**config.mk**
```make
export PLATFORM = sky130hd
export DESIGN_NAME = glob_wildcard_matcher_flat
export DESIGN_NICKNAME = d
export VERILOG_FILES = /design/src/sv/gwm_pkg.sv /design/src/sv/gwm_if.sv /design/src/sv/glob_wildcard_matcher.sv /design/src/flat_wrapper.sv
export SDC_FILE = /design/constraint.sdc
export NUM_CORES = 1
export LEC_CHECK = 0
export BUFFER_PORTS_ARGS = -buffer_cell sky130_fd_sc_hd__buf_2
export CAP_MARGIN = 20
export CORE_UTILIZATION = 45
export CTS_CLUSTER_SIZE = 30
export DETAILED_ROUTE_END_ITERATION = 6
export PLACE_DENSITY = 0.68
export SLEW_MARGIN = 10
export SYNTH_ARGS = -nofsm -noshare
export SYNTH_HDL_FRONTEND = slang
export SYNTH_SLANG_ARGS = --single-unit
```
**constraint.sdc**
```tcl
create_clock -name i_clk -period 8.65 [get_ports i_clk]
set_input_delay 0.4325 -clock i_clk [delete_from_list [all_inputs] [get_ports i_clk]]
set_output_delay 0.4325 -clock i_clk [all_outputs]
set_load 0.01 [all_outputs]
```
**src/sv/gwm_pkg.sv**
```systemverilog
// ----------------------------------------------------------------------------
// Glob wildcard matcher package
// Word types, request codes and the wildcard character codes.
// ----------------------------------------------------------------------------
package gwm_pkg;

    localparam int CH_W = 16;

    localparam logic [7:0] CH_STAR  = 8'h2A;
    localparam logic [7:0] CH_QMARK = 8'h3F;

    typedef enum logic [1:0] {
        REQ_CLEAR  = 2'd0,
        REQ_APPEND = 2'd1,
        REQ_TEXT   = 2'd2,
        REQ_END    = 2'd3
    } t_req_type;

    typedef struct packed {
        t_req_type         req_type;
        logic [CH_W-1:0]   ch;
    } t_req_word;

    typedef struct packed {
        logic matched;
        logic pattern_overflow;
    } t_rsp_word;

endpackage

```
**src/sv/gwm_if.sv**
```systemverilog
// ----------------------------------------------------------------------------
// Glob wildcard matcher channels
// Valid/ready channels for request words and response words.
// ----------------------------------------------------------------------------
interface gwm_req_if;
    import gwm_pkg::*;

    logic      valid;
    logic      ready;
    t_req_word data;

    modport source (output valid, output data, input ready);
    modport sink   (input valid, input data, output ready);
endinterface

interface gwm_rsp_if;
    import gwm_pkg::*;

    logic      valid;
    logic      ready;
    t_rsp_word data;

    modport source (output valid, output data, input ready);
    modport sink   (input valid, input data, output ready);
endinterface

```
**src/sv/glob_wildcard_matcher.sv**
```systemverilog
// ----------------------------------------------------------------------------
// Glob wildcard matcher
// Matches streamed text against a stored pattern with '*' and '?' wildcards.
// ----------------------------------------------------------------------------
// Usage: request words arrive on i_req. A clear word empties the pattern, an
// append word adds one pattern character, a text word advances the match by
// one character, and an end word produces one response word on o_rsp and
// rearms the matcher for the next text. Only end words produce a response.
// Each word goes into an input register and is processed from there; an end
// word's response is registered in the output register. One word is accepted
// every cycle unless stalled as below; the active position set is updated in
// a single pass per word, star runs closed by a log-depth prefix network.
// A stalled response holds in the output register; the input side keeps
// taking words until an end word meets a full output register, and then
// i_req.ready drops until o_rsp.ready frees it.
// Reset empties the pattern, clears the overflow flag and arms position zero.
// Appending past PATTERN_MAX characters sets the overflow flag, and every
// response then reads no match until the next clear.
// ----------------------------------------------------------------------------
module glob_wildcard_matcher #(
    parameter int PATTERN_MAX = 32,
    parameter int CHAR_WIDTH  = 16
) (
    input  logic             i_clk,
    input  logic             i_rst_n,
    gwm_req_if.sink          i_req,
    gwm_rsp_if.source        o_rsp
);
    import gwm_pkg::*;

    localparam int P1      = PATTERN_MAX + 1;
    localparam int LEN_W   = $clog2(PATTERN_MAX + 1);
    localparam int STEPS   = $clog2(P1);

    localparam logic [CHAR_WIDTH-1:0] PAT_STAR  = CHAR_WIDTH'(CH_STAR);
    localparam logic [CHAR_WIDTH-1:0] PAT_QMARK = CHAR_WIDTH'(CH_QMARK);

    logic                  r_in_valid;
    t_req_word             r_in;
    logic [CHAR_WIDTH-1:0] r_pat [PATTERN_MAX];
    logic [LEN_W-1:0]      r_len;
    logic                  r_ovf;
    logic [P1-1:0]         r_act;
    logic                  r_out_valid;
    t_rsp_word             r_out;

    logic                  w_adv;
    logic                  w_in_ready;
    logic [CHAR_WIDTH-1:0] w_ch;
    logic [PATTERN_MAX-1:0] w_live;
    logic [PATTERN_MAX-1:0] w_star;
    logic [PATTERN_MAX-1:0] w_hit;
    logic [PATTERN_MAX-1:0] w_keep;
    logic [P1-1:0]         w_closed;
    logic [P1-1:0]         n_act;
    logic [LEN_W-1:0]      n_len;
    logic                  n_ovf;
    logic                  w_write;

    // Prefix network: a position is reached through a run of stars from any
    // earlier active position.
    function automatic logic [P1-1:0] close_stars(input logic [P1-1:0] g_in,
                                                   input logic [P1-1:0] p_in);
        logic [P1-1:0] g;
        logic [P1-1:0] p;
        g = g_in;
        p = p_in;
        for (int s = 0; s < STEPS; s++) begin
            g = g | (p & (g << (1 << s)));
            p = p & (p << (1 << s));
        end
        return g;
    endfunction

    assign w_adv      = r_in_valid && (r_in.req_type != REQ_END || !r_out_valid || o_rsp.ready);
    assign w_in_ready = !r_in_valid || w_adv;
    assign i_req.ready = w_in_ready;

    assign o_rsp.valid = r_out_valid;
    assign o_rsp.data  = r_out;

    assign w_ch = CHAR_WIDTH'(r_in.ch);

    always_comb begin
        for (int k = 0; k < PATTERN_MAX; k++) begin
            w_live[k] = LEN_W'(k) < r_len;
            w_star[k] = w_live[k] && (r_pat[k] == PAT_STAR);
        end
    end

    assign w_closed = close_stars(r_act, {w_star, 1'b0});

    always_comb begin
        for (int k = 0; k < PATTERN_MAX; k++) begin
            w_keep[k] = w_closed[k] && w_star[k];
            w_hit[k]  = w_closed[k] && w_live[k] && !w_star[k]
                        && (r_pat[k] == PAT_QMARK || r_pat[k] == w_ch);
        end
    end

    always_comb begin
        n_len   = r_len;
        n_ovf   = r_ovf;
        n_act   = P1'(1);
        w_write = 1'b0;
        unique case (r_in.req_type)
            REQ_CLEAR: begin
                n_len = '0;
                n_ovf = 1'b0;
            end
            REQ_APPEND: begin
                if (r_len < LEN_W'(PATTERN_MAX)) begin
                    w_write = 1'b1;
                    n_len   = r_len + LEN_W'(1);
                end else begin
                    n_ovf = 1'b1;
                end
            end
            REQ_TEXT: begin
                n_act = {w_hit, 1'b0} | {1'b0, w_keep};
            end
            REQ_END: begin
                n_act = P1'(1);
            end
            default: begin
                n_act = P1'(1);
            end
        endcase
    end

    always_ff @(posedge i_clk) begin
        if (!i_rst_n) begin
            r_in_valid  <= 1'b0;
            r_len       <= '0;
            r_ovf       <= 1'b0;
            r_act       <= P1'(1);
            r_out_valid <= 1'b0;
        end else begin
            if (w_in_ready) begin
                r_in_valid <= i_req.valid;
            end
            if (w_adv) begin
                r_len <= n_len;
                r_ovf <= n_ovf;
                r_act <= n_act;
            end
            if (w_adv && r_in.req_type == REQ_END) begin
                r_out_valid <= 1'b1;
            end else if (o_rsp.ready) begin
                r_out_valid <= 1'b0;
            end
        end
    end

    always_ff @(posedge i_clk) begin
        if (w_in_ready && i_req.valid) begin
            r_in <= i_req.data;
        end
        if (w_adv && r_in.req_type == REQ_END) begin
            r_out.matched          <= w_closed[r_len] && !r_ovf;
            r_out.pattern_overflow <= r_ovf;
        end
        for (int k = 0; k < PATTERN_MAX; k++) begin
            if (w_adv && w_write && r_len == LEN_W'(k)) begin
                r_pat[k] <= w_ch;
            end
        end
    end

    a_len_bound: assert property (@(posedge i_clk) disable iff (!i_rst_n)
        r_len <= LEN_W'(PATTERN_MAX))
        else $error("pattern length beyond store");

    a_rsp_from_end: assert property (@(posedge i_clk) disable iff (!i_rst_n)
        $rose(r_out_valid) |-> $past(r_in_valid && r_in.req_type == REQ_END))
        else $error("response without an end word");

    a_ovf_no_match: assert property (@(posedge i_clk) disable iff (!i_rst_n)
        r_out_valid && r_out.matched |-> !r_out.pattern_overflow)
        else $error("match reported with overflow");

    a_clear_state: assert property (@(posedge i_clk) disable iff (!i_rst_n)
        w_adv && r_in.req_type == REQ_CLEAR |=> r_len == '0 && !r_ovf && r_act == P1'(1))
        else $error("clear did not empty the pattern");

endmodule
```
**src/flat_wrapper.sv**
```systemverilog
// flat-port wrapper written by rule: the top's interface ports become plain ports
module glob_wildcard_matcher_flat import gwm_pkg::*;
#(
    parameter int PATTERN_MAX = 32,
    parameter int CHAR_WIDTH  = 16
)
  (i_clk, i_rst_n, i_req_valid, i_req_data, i_req_ready, o_rsp_valid, o_rsp_data, o_rsp_ready);
  gwm_req_if i_req_i ();
  gwm_rsp_if o_rsp_i ();
  input  logic i_clk;
  input  logic i_rst_n;
  input wire logic [$bits(i_req_i.valid)-1:0] i_req_valid;
  input wire logic [$bits(i_req_i.data)-1:0] i_req_data;
  output wire logic [$bits(i_req_i.ready)-1:0] i_req_ready;
  output wire logic [$bits(o_rsp_i.valid)-1:0] o_rsp_valid;
  output wire logic [$bits(o_rsp_i.data)-1:0] o_rsp_data;
  input wire logic [$bits(o_rsp_i.ready)-1:0] o_rsp_ready;
  assign i_req_i.valid = i_req_valid;
  assign i_req_i.data = i_req_data;
  assign i_req_ready = i_req_i.ready;
  assign o_rsp_valid = o_rsp_i.valid;
  assign o_rsp_data = o_rsp_i.data;
  assign o_rsp_i.ready = o_rsp_ready;
  glob_wildcard_matcher #(.PATTERN_MAX(PATTERN_MAX), .CHAR_WIDTH(CHAR_WIDTH)) u_core (.i_clk(i_clk), .i_rst_n(i_rst_n), .i_req(i_req_i), .o_rsp(o_rsp_i));
endmodule
```
==> impl_results.md <==
- Die area: 0.06288 mm2
- Final Cycle Share: 0.6228
- Synth Instances: 2205
- First-pass GRT wire length: 114400 um
- RSZ-0062 raised after global routing: no
- Setup CP Type: reg -> reg
- R2R depth: 13
- Footprint of the multi-input gates: 0.01065 mm2
- Critical Path, Cell by Cell: clkinv_1 -> ha_1 -> nor2b_1 -> o21ai_1 -> nand3_1 -> nor4_1 -> and2_1 -> a21boi_0 -> o31ai_1 -> mux2i_1 -> a221oi_1 -> a31oi_1 -> o31ai_2
- Cell with the most instances after synthesis: edfxtp_1
- Slew @ Worst Pin: 1.056 ns
- Core Region: slightly above 0.06 mm2
- Fin. Hold Viols: 0
- Max-slew headroom: 0.2945
- Sequential share of the synthesized area: 0.6039
- Final core occ: 0.5166
- Crit path max fanout: 19
- Remaining antenna violation count: 0
- Vias in the first global route: about 19k
- Top cells by area, synth: edfxtp_1 (57%), xor2_1 (10%), xnor2_1 (6.0%), nor4_1 (3.3%), dfxtp_1 (3.0%)
- Hold Slack: 0.06658 ns
- Post-synth top flop: edfxtp_1
- Peak VDD IR: 0.0001840 V
- Slowest Stage Delay on Critical Path: 0.89 ns
- Wire length per cell: approximately 24 um
- WL final: 75200 um
- Status: complete, no violations
- Die H: ~250 um
- Reg2reg end: u_core.o_rsp.data[1]$_DFFE_PP_
- Setup crit end: u_core.o_rsp.data[1]$_DFFE_PP_
- Critical Path Start: u_core.r_len[1]$_SDFFE_PN0P_
- Initial DRC count: about 1.5k
- CTS-repair resized insts: 0
- Finished Cell Area: about 0.031 mm2
- Commonest cells post-synth: edfxtp_1 (532), xor2_1 (320), xnor2_1 (192), nor4_1 (145), nor2_1 (129)
- R2R Setup Slk: approximately 3.3 ns
- Share of cells above drive strength 1: 0.1041
- Buf/Inv on CP: 1
- Fmax: around 190 MHz
- Residual DRC: 0
- Ports: 26
- Post-DP HPWL: about 49000 um
- Critical Path End Type: register
- Leak pwr: a little under 10 nW
- Netlist cell types: 87
- Initial Utilization: 0.4588
- Via density: roughly 6
- Worst-Skew Late Latency: between 0.6 and 0.7 ns
- Final non-filler cell total: about 3.1k
- Total CTS buffers: 60
- Antenna Cells: 0
- Setup ws final: 3.263 ns
- Final setup viols: 0
- Netlist Area Pre-Place: about 0.028 mm2
- Max Slew Vio Count: 0
- Post-synth ARST share: 0
- Total power divided by cell area: ~190 mW/mm2
- CTS Buffer Depth: 3
- I/O Buffers: 25
- Gp weighted congestion: approximately 0.95
- HP Class: in -> reg
- Filler cells: between 5k and 6k
- DRT Pass-1 Iters: 6
- Pre-CTS setup slack: 3.464 ns
- Synth Warn #: 0
- Mapped Nets: between 2k and 2.5k
- Die Wd: ~250 um
- Cell taking the most area after synthesis: edfxtp_1
- Initial antenna violation count: 0
- Core Rows: 90
- Total negative slack: 0 ns
- # placed instances: between 2k and 3k
- WP data required: about 9 ns
- Skew final: about 0.03 ns
- Critical path's top delay family: compound AO/OA/AOI/OAI gates
- Final min period: 5.387 ns
- Type of origin of the critical path: register
- Reg-to-Reg Start: u_core.r_len[1]$_SDFFE_PN0P_
- FF/Latch Area: around 0.017 mm2
- Syn_area_per_cell: between 10 and 15 um2
- Pin count of the biggest net entering global routing: 45
- CTS clock-pin slew for the worst setup and hold paths: around 0.060 ns
- Synthesis-to-finish area growth: 12.61%
- EDFF count, synth: 532
- Number of clock sinks: about 570
- Clk root buf: clkbuf_16
- Vias: around 19k
- CTS tree: done
- Worst path arrival time: approximately 5.8 ns
- GR Util All Layers: 0.2391
- Stages on the worst setup path: 13
- Number of synthesized register bits: between 500 and 600
- Clock H-tree levels: 2
- Pwr Total: between 5 and 6 mW
- Crit-path slowest cell: dfxtp_1
- Global route overflow: 0
- Final layout net count: roughly 2.3k
- Max-cap violations: 0
- Synth top area share: 0.5737
- Placed cell areas: roughly 0.029 mm2
[flip-flops by register name (all words and copies together) (netlist names)]
register / cells
u_core.r_act: 33
u_core.r_len: 6
u_core.o_rsp.valid: 1
u_core.r_in_valid: 1
u_core.r_in: 2
u_core.r_ovf: 1
u_core.r_pat: 512
u_core.o_rsp.data: 2
u_core.w_ch: 16
[power by group]
part           leakage [nW]  total (mW)  internal, mW  switching (mW)
clock network         0.948        2.54          1.47            1.07
logic                  3.82       0.280        0.0876           0.192
registers              5.13        3.05          3.04         0.00773
[timing repair]
| action | CTS | global route |
|---|---|---|
| hold buffers | 18 | 0 |
| setup buffers | 0 | 0 |
| endpoints found under the hold margin | 18 | 0 |
[cells by family after synthesis]
family                   count (synthesis)  share of synthesized area
AND/OR/NAND/NOR                        723                     0.1470
flip-flops                             574                     0.6039
buffers and inverters                  112                    0.01591
AO/OA/AOI/OAI                          276                    0.06888
multiplexers                             4                   0.001438
XOR/XNOR                               512                     0.1610
adder cells (fa/ha/maj)                  4                   0.001797
[worst min-delay path by stage]
stage,start,depth (start not counted),slack (ns),endpoint
floorplan,u_core.r_act[31]$_SDFFE_PN0P_,2,0.44,u_core.r_act[31]$_SDFFE_PN0P_
global placement,u_core.r_act[24]$_SDFFE_PN0P_,2,0.46,u_core.r_act[24]$_SDFFE_PN0P_
detailed placement,u_core.r_act[31]$_SDFFE_PN0P_,2,0.47,u_core.r_act[31]$_SDFFE_PN0P_
CTS,i_req_valid,3,0.04,u_core.r_in_valid$_SDFFE_PN0N_
global route,i_req_valid,3,0.06,u_core.r_in_valid$_SDFFE_PN0N_
finish,i_req_valid,3,0.07,u_core.r_in_valid$_SDFFE_PN0N_
[cell usage in the layout (no fill, tap or decap), drive strengths merged, types with 16 or more instances in the layout]
cell,netlist,routed
nand2,105,105
edfxtp,532,532
and2,22,22
a31oi,17,17
a21oi,60,60
and4b,26,26
xor2,320,320
dfxtp,42,42
nor3,61,61
nor2,130,130
nor4,146,146
nand4,100,100
dlygate4sd3,0,18
buf,42,101
clkinv,1,29
clkbuf,52,71
nand3,29,29
inv,17,20
nor2b,16,16
xnor2,192,192
o21ai,58,58
[routing by layer]
layer	global-route usage	share of wire	vias up	wire length [um]
li1	-	-	8536	-
met1	0.3153	0.43	9452	32600
met2	0.3983	0.48	620	35800
met4	0.09816	0.040	0	3018
met3	0.03230	0.050	178	3791
met5	0	0	-	0
[final cells by class]
cell class,instances,area share
inverter,18,0.002155
tap,782,0.03120
clock inverter,43,0.01185
timing repair buffer,119,0.02817
sequential,574,0.5363
clock buffer,71,0.05087
multi-input combinational,1519,0.3395
[tightest hold or removal path, stage by stage]
cell	delay (ns)
buf_2	0.08
a21oi_1	0.03
nor2b_1	0.09
Note: power is estimated with default switching activity, not from simulation.
